--- config.mk ---
export PLATFORM = sky130hd
export DESIGN_NAME = qrr_div_cell
export DESIGN_NICKNAME = d
export VERILOG_FILES = /design/src/design/qrr_pkg.sv /design/src/design/qrr_div_cell.sv
export SDC_FILE = /design/constraint.sdc
export NUM_CORES = 1
export LEC_CHECK = 0
export ABC_AREA = 1
export BUFFER_PORTS_ARGS = -buffer_cell sky130_fd_sc_hd__buf_2
export CAP_MARGIN = 5
export CORE_MARGIN = 2
export CORE_UTILIZATION = 33
export DETAILED_ROUTE_END_ITERATION = 10
export PLACE_DENSITY = 0.6
export SLEW_MARGIN = 10
export SYNTH_ARGS = -nofsm -noshare
export SYNTH_HDL_FRONTEND = slang
export SYNTH_SLANG_ARGS = --single-unit
--- constraint.sdc ---
create_clock -name i_clk -period 4.02 [get_ports i_clk]
set_input_delay 1.005 -clock i_clk [delete_from_list [all_inputs] [get_ports i_clk]]
set_output_delay 1.005 -clock i_clk [all_outputs]
set_load 0.02 [all_outputs]
--- src/design/qrr_pkg.sv ---
package qrr_pkg;

    localparam int COEF_WIDTH = 16;
    localparam int FRAC_BITS  = 16;
    localparam int OUT_W      = 40;

    // coefficient magnitude, one bit wider so that the most negative value fits
    localparam int MAG_W  = COEF_WIDTH + 1;
    localparam int PROD_W = 2 * MAG_W;
    localparam int DISC_W = PROD_W + 2;
    // square root of disc * 2^(2*FRAC_BITS), one root bit per cell
    localparam int SQ_W   = (DISC_W + 2 * FRAC_BITS + 1) / 2;
    localparam int RAD_W  = 2 * SQ_W;
    localparam int SQR_W  = SQ_W + 3;
    // numerator magnitude and signed numerator
    localparam int NUM_W  = ((MAG_W + FRAC_BITS) > SQ_W ? (MAG_W + FRAC_BITS) : SQ_W) + 1;
    localparam int NV_W   = NUM_W + 1;
    // denominator (2a or b) and rounded quotient, one quotient bit per cell
    localparam int DEN_W  = MAG_W + 1;
    localparam int QW     = NUM_W + 2;
    localparam int QX_W   = QW + OUT_W;
    // index of the valid-beat tap that lines up with the loaded result
    localparam int LAT    = SQ_W + QW + 4;

    typedef enum logic [1:0] {
        ST_NONE = 2'd0,
        ST_ONE  = 2'd1,
        ST_TWO  = 2'd2,
        ST_ALL  = 2'd3
    } t_status;

endpackage

--- src/design/qrr_div_cell.sv ---
module qrr_div_cell (
    input  logic                      i_clk,
    input  logic [qrr_pkg::DEN_W:0]   i_rem,
    input  logic [qrr_pkg::QW-1:0]    i_t,
    input  logic [qrr_pkg::QW-1:0]    i_q,
    input  logic [qrr_pkg::DEN_W:0]   i_d2,
    output logic [qrr_pkg::DEN_W:0]   o_rem,
    output logic [qrr_pkg::QW-1:0]    o_t,
    output logic [qrr_pkg::QW-1:0]    o_q,
    output logic [qrr_pkg::DEN_W:0]   o_d2
);

    logic [qrr_pkg::DEN_W+1:0] w_r2;
    logic [qrr_pkg::DEN_W+1:0] w_diff;
    logic                      w_ge;
    logic [qrr_pkg::DEN_W:0]   n_rem;
    logic [qrr_pkg::QW-1:0]    n_t;
    logic [qrr_pkg::QW-1:0]    n_q;
    logic [qrr_pkg::DEN_W:0]   r_rem;
    logic [qrr_pkg::QW-1:0]    r_t;
    logic [qrr_pkg::QW-1:0]    r_q;
    logic [qrr_pkg::DEN_W:0]   r_d2;

    // restoring division, one quotient bit
    always_comb begin
        w_r2   = {i_rem, i_t[qrr_pkg::QW-1]};
        w_diff = w_r2 - {1'b0, i_d2};
        w_ge   = (w_r2 >= {1'b0, i_d2});
        n_rem  = w_ge ? w_diff[qrr_pkg::DEN_W:0] : w_r2[qrr_pkg::DEN_W:0];
        n_t    = {i_t[qrr_pkg::QW-2:0], 1'b0};
        n_q    = {i_q[qrr_pkg::QW-2:0], w_ge};
    end

    always_ff @(posedge i_clk) begin
        r_rem <= n_rem;
        r_t   <= n_t;
        r_q   <= n_q;
        r_d2  <= i_d2;
    end

    assign o_rem = r_rem;
    assign o_t   = r_t;
    assign o_q   = r_q;
    assign o_d2  = r_d2;

endmodule

=== Word level (Yosys, flattened, before mapping) ===
Index checks and enable logic that the tools add are counted.

* Reductions and logical operators: 0
* Magnitude comparators: 1
* Shift-type cells: 0
* Bitwise operators: 0
* $mul: 0
* Add/subtract/negate cells: 1
* Eq/ne operators: 0
* Divide/modulo/power cells: 0
* Muxes and demuxes: 1

{| class="wikitable"
|+ Operator list
! operator !! count
|-
| 20-bit by 19-bit greater-or-equal comparator with 1-bit output || 1
|-
| 19-bit two-way mux || 1
|-
| 19-bit subtractor || 1
|}

* Output and inout port bits: 112
* Latch bits: 0
* Bits in read-only memories: 0
* Flip-flop bits (word level): 111
* Bits in writable memories: 0
* Memories: 0
* Input port bits: 113

=== Logic depth before layout (Yosys ltp) ===
* Depth after elaboration: 2
* Mapped depth: 14
* Depth with buffers taken out: 13

=== Worst setup path after synthesis ===
OpenSTA, ideal clock, no wires.

* Path kind: input to register
* Start: input i_t[36] (netlist bit)
* End: register r_rem, in the netlist o_rem[17]
* Required time: 3.907 ns
* Slack: 1.328 ns
* Buffers on the path: 1
* Arrival: 2.579 ns
* Cell stages on the path: 13
* Cell sequence: inv_1 ha_1 fa_1 nand3b_1 nand2_2 nand3_1 nand3_1 nand2_2 nand2_4 inv_4 buf_12 nand2_2 nand2_1

* Longest elaborated chain between the ends: 2
* Elaborated cells between the ends (all ways): 3

{| class="wikitable"
|+ RTL lines
! item !! line !! RTL
|-
| start: declaration || qrr_div_cell.sv:4 || <nowiki>input logic [qrr_pkg::QW-1:0] i_t,</nowiki>
|-
| 19-bit subtractor or 20-bit by 19-bit greater-or-equal comparator with 1-bit output (tied branches) || qrr_div_cell.sv:27, qrr_div_cell.sv:28 ||
|-
| 19-bit two-way mux * || qrr_div_cell.sv:29 || <nowiki>n_rem = w_ge ? w_diff[qrr_pkg::DEN_W:0] : w_r2[qrr_pkg::DEN_W:0];</nowiki>
|-
| net n_rem, one bit || qrr_div_cell.sv:16 || <nowiki>logic [qrr_pkg::DEN_W:0] n_rem;</nowiki>
|-
| end signal: assignment || qrr_div_cell.sv:35 || <nowiki>r_rem <= n_rem;</nowiki>
|-
| end: declaration || qrr_div_cell.sv:19 || <nowiki>logic [qrr_pkg::DEN_W:0] r_rem;</nowiki>
|}

Mark *: on every way through the listed nets, which the timed path passes. The rest lies on a longest branch.

=== Final worst setup path ===
* Start: input i_t[36] (netlist bit)
* End: register r_rem, in the netlist o_rem[15]

The elaborated chain is that of the path after synthesis.

==> results.txt <==
- Gates resized during post-CTS repair numbered 0.
- In this run, synthesis inferred 0 flip-flops with an integrated enable.
- For the final routed database, the setup TNS stands at 0 ps.
- Number of buffers between clock root and the deepest sink: 2
- TritonCTS clock tree: built
* Via count of the first global-routing pass: 3,367
- Setup violation total in the final timing report: 0
* Residual DRC count: 0
- In this run the horizontal extent of the chip is around 110 um.
- Die span in y: approximately 110 um
- Count of placed standard cells including taps: 781
- Wirelength per Cell: 13.39 um
* Post-synth design cell area: 0.003801 sq mm
- Category of the worst setup path capture point: register
* Sequential group share of total power: 46.5%
- The first global-routing pass estimated 16.93 mm of wire.
- Relative contribution of combinational cells to total power: 19.0%
- Net switching power: 781.3 uW
- The total count of hold-check failures in the final report was 0.
- The clock network is responsible for about a third of the overall power.
- Post-synthesis sequential area ratio: 58.46%
- Final critical delay including setup and external delays: 2757 ps
* Antenna violations before repair: 0
* Post-synthesis async set-or-reset flop share: 0%
* Per-cell via count in the routed design: ~4.2
- The die covers around 0.012 sq mm.
- Number of iterations in the first detailed-routing pass: 4
- # Max-Cap Violations: 0
- Crit path DAT: 3010 ps
- Global Route Usage Sum: 17.64%
- Class of the worst hold path: input port to register
- The core region is 0.01132 sq mm.
* Maximum fanout along the worst path: 23
* Yosys warning count: 0
- Post-Route WL: 10.67 mm
- For this configuration, the core starts out at a cell density of 33.58%.
- At the end of routability-driven placement, the weighted congestion stood at ~0.89.
- Fill cells in the final layout number approximately 1,100.
- Post-CTS setup buffer count: 0
- Highest clock frequency the design can meet: between 300 and 400 MHz
- For this design, the CTS-stage hold fixing added 0 buffers.
- The analysis attributes to cell leakage a power of 0.002973 uW.
- Entering global routing, the biggest net connects 24 pins.
- Share of cells above drive strength 1: 39.76%
- The number of nets in the synthesized netlist is 553.
- Post-Syn Instances: 420
- In this run the power density over the cells is 484.9 mW/mm^2.
- For this design the top-level I/O count stands at 225.
- Post-layout instance count excluding filler cells: between 700 and 800
- Placement Setup Slack: ~860 ps
* Commonest cells after routing, fill and taps aside: buf_2, nand2_1, dfxtp_1, inv_1, nor2_1
* Number of H-tree levels: 3
- Worst-case vdd ir drop: approximately 0.43 mV
- Number of slew-limit violations in the final report: 0
- Area added between synthesis and finish: 40.68%
* Total CTS buffers: 9
* Clock transition at the registers of the reported paths: 80 ps
- The worst path meets setup with 1263 ps of slack.
- In this run the remaining antenna-violating nets after routing total 0.
* Critical path startpoint category: input port
* Count of vias placed by the detailed router: between 3,000 and 4,000
* 1st-iter DRT viols: 158
* DPL Wire Length: just under 9 mm
- The run finished with clean final reports.
* CTS Sinks: 111
* Buffers added on ports: 222
* Critical path class: input port to register
* Commonest non-fill, non-tap cell in the layout: buf_2
- Final clock period utilization by the worst path: between 60 and 70%
- Avg Synthesized Cell Area: 9.050 sq um
- Critical path required time: 4270 ps
- CTS placed an instance of clkbuf_16 at the clock tree root.
- Internal power consumption: 1812 uW
- For this run, the leading register cell type out of synthesis is dfxtp_1.
* Std-Cell Rows: 39
- Number of synthesized register bits: 111
- Setup repair after global routing left no endpoint under its margin.
- The repair_antennas step left the layout with diodes totalling 0.
- Number of nets in the layout: slightly below 800
* Net Sw Frac: between 30% and 40%
- Sum of overflow across all layers after global routing: 0
* Library cells used by synthesis: 27
## cell usage after synthesis (3+ instances only)
| library cell | n | area share (%) |
|---|---|---|
| a21oi_1 | 12 | 1.6 |
| nand3b_1 | 5 | 0.99 |
| dfxtp_1 | 111 | 58 |
| xor2_1 | 7 | 1.6 |
| nand2_2 | 16 | 2.6 |
| ha_1 | 19 | 6.3 |
| o21ai_0 | 5 | 0.66 |
| xnor2_1 | 3 | 0.69 |
| nand3_1 | 20 | 2.6 |
| inv_1 | 61 | 6.0 |
| nor3_1 | 3 | 0.39 |
| nor2_1 | 23 | 2.3 |
| nand2_1 | 118 | 12 |
## flip-flops by register name, summed over array words and instances (netlist names)
signal  flops
o_q        37
o_t        36
o_d2       19
o_rem      19
## power groups by stage
| stage | Combinational [uW] | Sequential [uW] | Clock, uW |
|---|---|---|---|
| floorplan | 194 | 1350 | 0 |
| finish | 494 | 1200 | 895 |
| global placement | 497 | 1230 | 0 |
| CTS | 502 | 1210 | 933 |
| global route | 546 | 1210 | 965 |
| detailed placement | 500 | 1230 | 0 |
## stage by stage
stage / hold slack [ps] / util [%] / instance area [sq um] / total power [uW]
5_1_grt: 725.7 / 47.24 / 5348 / 2723
6_report: 746.6 / 47.24 / 5348 / 2593
3_3_place_gp: 1108 / 44.53 / 5041 / 1727
2_1_floorplan: 1033 / - / 3801 / 1543
3_5_place_dp: 1109 / 44.53 / 5041 / 1732
4_1_cts: 730.4 / 47.24 / 5348 / 2642
## critical path: stages
cell      delay [ps]
buf_2             70
inv_1             40
ha_1             240
fa_1             430
nand3b_1         220
nand2_2          130
nand3_1           70
nand3_1          140
nand2_2           80
nand2_4          240
inv_4            180
nand2_1          100
nand2_1           50
## path summary, 6_finish.rpt
check	slack, ps	end	start	depth (start not counted)
max	1260	o_rem[15]$_DFF_P_	i_t[36]	13
min	750	o_q[5]$_DFF_P_	i_q[4]	1
## per-layer routing
layer	GRT usage, %	vias to the layer above	part of all wire (%)
met5	0	-	0
met4	6.914	0	2.1
met3	5.467	15	6.2
met2	32.52	121	52
met1	18.72	1479	40
li1	-	1732	-
## logic make-up (layout without fill, tap and decap cells)
logic type / Yosys count / count (layout) / synth area share, %
buffers and inverters: 66 / 300 / 7.505
AO/OA/AOI/OAI: 20 / 20 / 2.765
other: 1 / 1 / 0.09865
AND/OR/NAND/NOR: 192 / 192 / 22.09
XOR/XNOR: 10 / 10 / 2.304
flip-flops: 111 / 111 / 58.46
adder cells (fa/ha/maj): 20 / 20 / 6.781
## layout make-up
| type | count | area, sq um | share of cell area (%) |
|---|---|---|---|
| Multi-Input combinational cell | 243 | 1294 | 24.19 |
| Clock inverter | 7 | 81.33 | 1.521 |
| Sequential cell | 111 | 2222 | 41.55 |
| Timing Repair Buffer | 222 | 1111 | 20.78 |
| Inverter | 62 | 235.2 | 4.399 |
| Clock buffer | 9 | 225.2 | 4.212 |
| Tap cell | 143 | 178.9 | 3.346 |
No activity file was read; power rests on OpenSTA's default activity.
