## src/design/qrr_pkg.sv

```systemverilog
package qrr_pkg;

    localparam int COEF_WIDTH = 16;
    localparam int FRAC_BITS  = 16;
    localparam int OUT_W      = 40;

    // coefficient magnitude, one bit wider so that the most negative value fits
    localparam int MAG_W  = COEF_WIDTH + 1;
    localparam int PROD_W = 2 * MAG_W;
    localparam int DISC_W = PROD_W + 2;
    // square root of disc * 2^(2*FRAC_BITS), one root bit per cell
    localparam int SQ_W   = (DISC_W + 2 * FRAC_BITS + 1) / 2;
    localparam int RAD_W  = 2 * SQ_W;
    localparam int SQR_W  = SQ_W + 3;
    // numerator magnitude and signed numerator
    localparam int NUM_W  = ((MAG_W + FRAC_BITS) > SQ_W ? (MAG_W + FRAC_BITS) : SQ_W) + 1;
    localparam int NV_W   = NUM_W + 1;
    // denominator (2a or b) and rounded quotient, one quotient bit per cell
    localparam int DEN_W  = MAG_W + 1;
    localparam int QW     = NUM_W + 2;
    localparam int QX_W   = QW + OUT_W;
    // index of the valid-beat tap that lines up with the loaded result
    localparam int LAT    = SQ_W + QW + 4;

    typedef enum logic [1:0] {
        ST_NONE = 2'd0,
        ST_ONE  = 2'd1,
        ST_TWO  = 2'd2,
        ST_ALL  = 2'd3
    } t_status;

endpackage

```

## src/design/qrr_sqrt_cell.sv

```systemverilog
module qrr_sqrt_cell (
    input  logic                         i_clk,
    input  logic [qrr_pkg::SQR_W-1:0]    i_rem,
    input  logic [qrr_pkg::SQ_W-1:0]     i_root,
    input  logic [qrr_pkg::RAD_W-1:0]    i_rad,
    output logic [qrr_pkg::SQR_W-1:0]    o_rem,
    output logic [qrr_pkg::SQ_W-1:0]     o_root,
    output logic [qrr_pkg::RAD_W-1:0]    o_rad
);

    logic [qrr_pkg::SQR_W-1:0] w_cur;
    logic [qrr_pkg::SQR_W-1:0] w_trial;
    logic                      w_ge;
    logic [qrr_pkg::SQR_W-1:0] n_rem;
    logic [qrr_pkg::SQ_W-1:0]  n_root;
    logic [qrr_pkg::RAD_W-1:0] n_rad;
    logic [qrr_pkg::SQR_W-1:0] r_rem;
    logic [qrr_pkg::SQ_W-1:0]  r_root;
    logic [qrr_pkg::RAD_W-1:0] r_rad;

    // bring down the next two radicand bits, try root*4+1
    always_comb begin
        w_cur   = {i_rem[qrr_pkg::SQR_W-3:0], i_rad[qrr_pkg::RAD_W-1:qrr_pkg::RAD_W-2]};
        w_trial = {1'b0, i_root, 2'b01};
        w_ge    = (w_cur >= w_trial);
        n_rem   = w_ge ? (w_cur - w_trial) : w_cur;
        n_root  = {i_root[qrr_pkg::SQ_W-2:0], w_ge};
        n_rad   = {i_rad[qrr_pkg::RAD_W-3:0], 2'b00};
    end

    always_ff @(posedge i_clk) begin
        r_rem  <= n_rem;
        r_root <= n_root;
        r_rad  <= n_rad;
    end

    assign o_rem  = r_rem;
    assign o_root = r_root;
    assign o_rad  = r_rad;

endmodule

```

## config.mk

```make
export PLATFORM = sky130hd
export DESIGN_NAME = qrr_sqrt_cell
export DESIGN_NICKNAME = d
export VERILOG_FILES = /design/src/design/qrr_pkg.sv /design/src/design/qrr_sqrt_cell.sv
export SDC_FILE = /design/constraint.sdc
export NUM_CORES = 1
export LEC_CHECK = 0
export BUFFER_PORTS_ARGS = -buffer_cell sky130_fd_sc_hd__clkbuf_2
export CORE_ASPECT_RATIO = 1.5
export CORE_MARGIN = 3
export CORE_UTILIZATION = 49
export DETAILED_ROUTE_END_ITERATION = 8
export GPL_TIMING_DRIVEN = 0
export PLACE_DENSITY = 0.85
export SYNTH_ARGS = -nofsm -noshare
export SYNTH_HDL_FRONTEND = slang
export SYNTH_SLANG_ARGS = --single-unit
```

## constraint.sdc

```tcl
create_clock -name i_clk -period 5.4 [get_ports i_clk]
set_input_delay 1.08 -clock i_clk [delete_from_list [all_inputs] [get_ports i_clk]]
set_output_delay 1.08 -clock i_clk [all_outputs]
set_load 0.01 [all_outputs]
```

* Yosys cells after proc, flatten, opt, wreduce, memory -nomap -nowiden
Index checks and enable logic that the tools add are counted.
** Word-level totals
- Bits in registers :: 137
- Output and inout bits :: 139
- Word-level logic and storage cells :: 6
- Bits of input ports :: 140
** Cells by class
- Multiplexer cells :: 1
- Add/subtract/negate cells :: 1
- Order comparisons :: 1
** Operators with widths (count)
- $ge 37x36->1 :: 1
- $mux 37 :: 1
- $sub 37x36->37 :: 1

* Longest topological paths before layout
Gate-level depths: netlist (run 1).
- Word-level depth :: 2
- Gate-level depth with buffers :: 12
- Mapped depth without buffers :: 10

* Least setup slack after synthesis (run 1)
No wires, ideal clock.
- Path type :: in2reg
- From :: input i_root[20] (netlist bit)
- To :: register r_rem (netlist bit o_rem[31])
- Setup time :: 123 ps
- Setup slack :: 2171 ps
- Required time :: 5277 ps
- Buffers on the path :: 1
- Stages :: 11
- Arrival time :: 3106 ps
- Path through :: inv_1 ha_1 buf_2 and3_1 nand2_1 or3_1 o221a_1 o31a_1 o21ai_0 xor2_1 mux2_1
** Between the ends
- Longest elaborated chain between the ends :: 2
- Elaborated cells between the ends (all ways) :: 3
- Classes of those cells :: 1 x add/sub; 1 x order compare; 1 x mux
** RTL lines
- start, declared :: line qrr_sqrt_cell.sv:4 : input logic [qrr_pkg::SQ_W-1:0] i_root,
- $sub 37x36->37 / $ge 37x36->1 (equally long branches) :: line qrr_sqrt_cell.sv:26, qrr_sqrt_cell.sv:25
- $mux 37 * :: line qrr_sqrt_cell.sv:26 : n_rem = w_ge ? (w_cur - w_trial) : w_cur;
- via n_rem (one bit) :: line qrr_sqrt_cell.sv:14 : logic [qrr_pkg::SQR_W-1:0] n_rem;
- end signal, assigned :: line qrr_sqrt_cell.sv:32 : r_rem <= n_rem;
- end, declared :: line qrr_sqrt_cell.sv:17 : logic [qrr_pkg::SQR_W-1:0] r_rem;
The timed path passes the listed nets; every way through them passes the cells marked *.

* Final worst setup path (run 1)
- From :: input i_root[20] (netlist bit)
- To :: register r_rem (netlist bit o_rem[35])
Same word-level chain as after synthesis.

==> results.py, run 1 <==
metrics = {
    "outcome": {
        "status": "finished clean",
    },
    "global_route": {
        "overflow": 0,
        "grt_max_degree": 17,
        "antenna_found_initial": 0,
        "grt_pass1_vias": 5173,
        "track_usage_pct": 27.8,
        "grt_first_pass_wirelength_um": 26300,
    },
    "detailed_routing": {
        "drt-initial-drc-count": 236,
        "vias": 5120,
        "drtPass1Iterations": 4,
        "vias_per_cell": 5.07,
        "wl_per_cell_um": 17.3,
        "antenna_left": 0,
        "drc": 0,
        "wl_um": 17400,
    },
    "place": {
        "dp_cells": 977,
        "place.gp.congestion": 0.901,
        "placedInstanceArea_um2": 6980,
        "port_buffers": 274,
        "hpwl_um": 14100,
    },
    "synthesis": {
        "yosys-top-cells-count": "dfxtp_1 (137), a21oi_1 (60), inv_1 (47), nor2_1 (46), ha_1 (36)",
        "async_flop_share_pct": 0,
        "syn_area_um2": 5420,
        "syn_inst": 558,
        "ys.flop_type": "dfxtp_1",
        "ys_ff_latch": 137,
        "netlist_top_cells_area": "dfxtp_1 (51%), ha_1 (8.3%), a21oi_1 (5.5%)",
        "yosysUniqueCellTypes": 60,
        "avgSynthCellArea_um2": 9.72,
        "synth_top_area_share_pct": 50.6,
        "yosys.area.top_type": "dfxtp_1",
        "synth_most_common_cell": "dfxtp_1",
        "synth_seq_area_share_pct": 50.6,
        "synth-edff-count": 0,
        "yosysWarningCount": 0,
    },
    "power": {
        "leakage_uw": 0.00394,
        "power_density_nw_per_um2": 376,
        "ir_drop_mv": 0.225,
    },
    "layout": {
        "syn_to_final_growth_pct": 39.4,
        "finalInstanceArea_um2": 7560,
        "nets": 1028,
        "finalNonFillerCells": 1009,
        "fill_cells": 875,
        "utilization_pct": 70.6,
        "diodes": 0,
        "drive_gt1_share_pct": 38.8,
    },
    "floorplan": {
        "initial_core_util_pct": 50.7,
        "core_um2": 10700,
        "fp.dieW_um": 91.9,
        "dieArea_um2": 12400,
        "die_h_um": 135,
        "io_pins": 279,
        "rows": 46,
    },
    "clock_network": {
        "cts_resized": 0,
        "post-cts-setup-buffer-count": 0,
        "clock-sinks": 137,
        "holdBufCountCts": 0,
        "numCtsBuffers": 17,
        "tritoncts": "yes",
        "cts.clk_slew.worst_paths_ns": 0.06,
        "clock_path_buffers": 2,
        "cts_htree_levels": 4,
        "ctsRootBufferMaster": "clkbuf_16",
    },
    "worst_hold_path": {
        "hold_path.class": "in2reg",
        "whs_path_depth": 1,
    },
    "sta": {
        "slew_headroom_pct": 64.5,
        "final_hold_viol_count": 0,
        "rsz0062_at_grt": "false",
        "drv_slew": 0,
        "fin_crit_sh_pct": 64.8,
        "fmax_ghz": 0.286,
        "min_period_ns": 3.50,
        "setup_violations": 0,
        "worst_pin_slew_ns": 0.532,
        "setup_tns_ns": 0,
    },
    "worst_setup_path": {
        "worstPathRequired_ns": 5.69,
        "critPathMaxFanout": 10,
        "startpoint_type": "input port",
        "worstSetupPathType": "in2reg",
        "arrival_ns": 3.79,
        "crit_path_end_kind": "register",
    },
    "run": {
        "cap_violations": 0,
    },
}
## metal layers
layer	wire length [um]	up-vias	GRT usage (%)
li1	-	2525	-
met1	5840	2321	25.8
met2	9040	246	51.8
met3	2150	28	13.8
met4	399	0	9.83
met5	0	-	0
## through the flow
step	hold slack, ns	worst slack [ns]	power (uW)
floorplan	1.11	2.17	1490
detailed placement	1.18	1.49	1730
finish	0.769	1.90	2840
global route	0.755	1.70	2960
global placement	1.18	1.49	1720
CTS	0.754	1.91	2860
## cells by family (layout without fill, tap and decap cells)
kind of cell	Yosys count	count (layout)	synth area share [%]
multiplexers	6	6	1.20
AO/OA/AOI/OAI	153	153	18.6
flip-flops	137	137	50.6
adder cells (fa/ha/maj)	36	36	8.31
other	1	2	0.0692
XOR/XNOR	31	31	5.01
AND/OR/NAND/NOR	125	125	10.8
buffers and inverters	69	375	5.35
## layout make-up
cell class	count	area [um^2]	area share, %
Sequential cell	137	2740	36.3
Clock buffer	17	425	5.63
Clock inverter	15	156	2.07
Buffer	22	114	1.51
Multi-Input combinational cell	353	2390	31.7
Timing Repair Buffer	274	1370	18.1
Inverter	47	176	2.33
Tap cell	144	180	2.38
## power breakdown
part,switching (uW),total (uW),internal (uW),leakage [uW]
Sequential,28.2,1140,1110,0.00116
Clock,476,1130,652,0.000277
Combinational,329,576,247,0.00250
## path summary, 6_finish.rpt
check       start   endpoint
max    i_root[20]  o_rem[35]
min     i_rad[37]  o_rad[39]
## flip-flops by register name (all words and copies together), names as in the netlist
name    cells
o_root     34
o_rem      37
o_rad      66
## cell usage in the layout, fill, tap and decap left out, types with 3 or more instances in the layout
cell type   instances
xnor2_1            19
o211ai_1            3
clkinv_4            3
nor2b_1             4
clkinvlp_4          3
o21a_1             12
a21o_1             18
xor2_1             12
or2_2               3
nand2_1            28
nor2_1             46
a31oi_1             5
dfxtp_1           137
ha_1               36
nand4_1             4
o21ai_0            16
o21bai_1            5
inv_1              47
nand3_1             8
inv_8               3
clkbuf_16          17
a31o_2              3
a21oi_1            60
nor4_1              3
nor3_1              8
inv_6               5
buf_2              13
mux2_1              4
clkbuf_1            6
and3_1              8
o21ai_1             3
clkbuf_2          274
or3_1               6
## critical path, cell delays in order
cell,delay (ns)
clkbuf_2,0.08
inv_1,0.04
ha_1,0.26
buf_2,0.19
and3_1,0.31
nand2_1,0.14
nor3_1,0.32
a31oi_1,0.13
o21ai_1,0.31
nand3b_1,0.20
buf_2,0.30
buf_2,0.30
o32ai_1,0.13
Note: power is estimated with default switching activity, not from simulation.
==> run 2: changes to the inputs <==
--- a/config.mk
+++ b/config.mk
@@ -8,10 +8,10 @@
 export BUFFER_PORTS_ARGS = -buffer_cell sky130_fd_sc_hd__clkbuf_2
 export CORE_ASPECT_RATIO = 1.5
 export CORE_MARGIN = 3
-export CORE_UTILIZATION = 49
+export CORE_UTILIZATION = 45
 export DETAILED_ROUTE_END_ITERATION = 8
 export GPL_TIMING_DRIVEN = 0
-export PLACE_DENSITY = 0.85
+export PLACE_DENSITY = 0.78
 export SYNTH_ARGS = -nofsm -noshare
 export SYNTH_HDL_FRONTEND = slang
 export SYNTH_SLANG_ARGS = --single-unit
==> constraint.sdc (replaced) <==
create_clock -name i_clk -period 3.6 [get_ports i_clk]
set_input_delay 0.72 -clock i_clk [delete_from_list [all_inputs] [get_ports i_clk]]
set_output_delay 0.72 -clock i_clk [all_outputs]
set_load 0.01 [all_outputs]
==> results.py, run 2 (same netlist as run 1, synthesis figures left out) <==
metrics = {
    "clock_network": {
        "post-cts-setup-buffer-count": 0,
        "cts.clk_slew.worst_paths_ns": 0.07,
        "holdBufCountCts": 0,
        "tritoncts": "yes",
        "ctsRootBufferMaster": "clkbuf_16",
        "clock-sinks": 137,
        "cts_htree_levels": 4,
        "cts_resized": 0,
        "numCtsBuffers": 17,
        "clock_path_buffers": 2,
    },
    "sta": {
        "fin_crit_sh_pct": 88.7,
        "rsz0062_at_grt": "false",
        "min_period_ns": 3.19,
        "setup_violations": 0,
        "fmax_ghz": 0.313,
        "final_hold_viol_count": 0,
        "drv_slew": 0,
        "worst_slack_ns": 0.408,
        "slew_headroom_pct": 63.8,
        "worst_pin_slew_ns": 0.542,
    },
    "global_route": {
        "grt_first_pass_wirelength_um": 26200,
        "track_usage_pct": 26.0,
        "grt_pass1_vias": 5127,
        "antenna_found_initial": 1,
        "overflow": 0,
        "grt_max_degree": 17,
    },
    "power": {
        "power_density_nw_per_um2": 561,
        "pwr-share-clk_pct": 39.6,
        "ir_drop_mv": 0.302,
        "power_frac_comb_pct": 20.2,
        "swShare_pct": 30.2,
        "finalPower_uw": 4240,
        "leakage_uw": 0.00394,
        "power_frac_seq_pct": 40.2,
        "power.switching_uw": 1280,
        "intPower_uw": 2960,
    },
    "layout": {
        "register_area_um2": 2740,
        "syn_to_final_growth_pct": 39.5,
        "nets": 1028,
        "largest_reg_flops": 66,
        "multi_input_area_um2": 2390,
        "final_common_cell": "clkbuf_2",
        "final_cell_mix": "clkbuf_2 (274), dfxtp_1 (137), a21oi_1 (60)",
        "fill_cells": 1025,
        "drive_gt1_share_pct": 38.8,
    },
    "floorplan": {
        "dieArea_um2": 13400,
        "core_um2": 11700,
        "io_pins": 279,
        "initial_core_util_pct": 46.5,
        "rows": 48,
        "fp.dieW_um": 95.6,
        "die_h_um": 140,
    },
    "outcome": {
        "status": "finished clean",
    },
    "worst_setup_path": {
        "worstSetupPathType": "in2reg",
        "critPathMaxFanout": 10,
        "crit_path_end_kind": "register",
        "startpoint_type": "input port",
        "arrival_ns": 3.49,
        "worstPathRequired_ns": 3.90,
    },
    "run": {
        "cap_violations": 0,
    },
    "detailed_routing": {
        "drt-initial-drc-count": 305,
        "drtPass1Iterations": 4,
        "vias": 5089,
        "wl_per_cell_um": 17.4,
        "vias_per_cell": 5.01,
        "antenna_left": 0,
        "wl_um": 17700,
        "drc": 0,
    },
    "place": {
        "place.gp.congestion": 0.892,
        "hpwl_um": 14400,
        "post-place-ws_ns": -0.0127,
        "port_buffers": 274,
    },
    "worst_hold_path": {
        "hold_path.class": "in2reg",
    },
}
run 2: changes by cell type in the layout (fill, tap and decap cells not counted), sizes merged:
cell / previous run / this run
diode: 0 / 1
clkinv: 3 / 4
inv: 55 / 56
bufinv: 1 / 0
clkinvlp: 3 / 2
run 2: power by group through the flow:
stage,sequential (uW),combinational [uW],clock [uW]
3_5_place_dp,1740,852,0
5_1_grt,1720,945,1780
4_1_cts,1710,861,1710
2_1_floorplan,1820,420,0
6_report,1710,859,1680
3_3_place_gp,1730,844,0
run 2: worst paths after layout:
kind	startpoint	to	slack, ns	cells after the start
worst max-delay path	i_root[19]	o_rem[35]	0.41	13
worst min-delay path	i_rad[43]	o_rad[45]	0.40	1
run 2: per-stage QoR:
step                TNS [ns]  cell area, um^2  utilization, %  std cells  hold slack, ns
floorplan                  0             5430               -        559           0.748
global placement    -0.00546             6990            60.0        983           0.822
detailed placement   -0.0127             6990            60.0        983           0.824
CTS                        0             7560            64.9       1015           0.385
global route               0             7570            64.9       1016           0.380
finish                     0             7570            64.9       1016           0.398
run 2: critical path: stages:
cell,delay (ns)
clkbuf_2,0.09
inv_1,0.04
ha_1,0.26
buf_2,0.17
and3_1,0.30
nand2_1,0.14
nor3_1,0.36
a31oi_1,0.14
o21ai_1,0.29
nand3b_1,0.20
buf_2,0.30
o311ai_1,0.15
o32ai_1,0.32
run 2: cell type report:
class | instances | share of cell area (%)
diodes | 1 | 0.0331
plain buffers | 22 | 1.50
clock buffers | 17 | 5.62
clock inverters | 15 | 2.03
inverters | 47 | 2.33
multi-input cells | 353 | 31.6
flip-flops and latches | 137 | 36.2
well taps | 150 | 2.48
repair buffers | 274 | 18.1
run 2: layer usage:
layer / vias up / routed length [um] / global-route usage (%) / part of all wire (%)
li1: 2522 / - / - / -
met1: 2294 / 5870 / 24.1 / 33
met2: 244 / 8960 / 45.8 / 51
met3: 29 / 2310 / 13.0 / 13
met4: 0 / 563 / 13.0 / 3.2
met5: - / 0 / 0 / 0
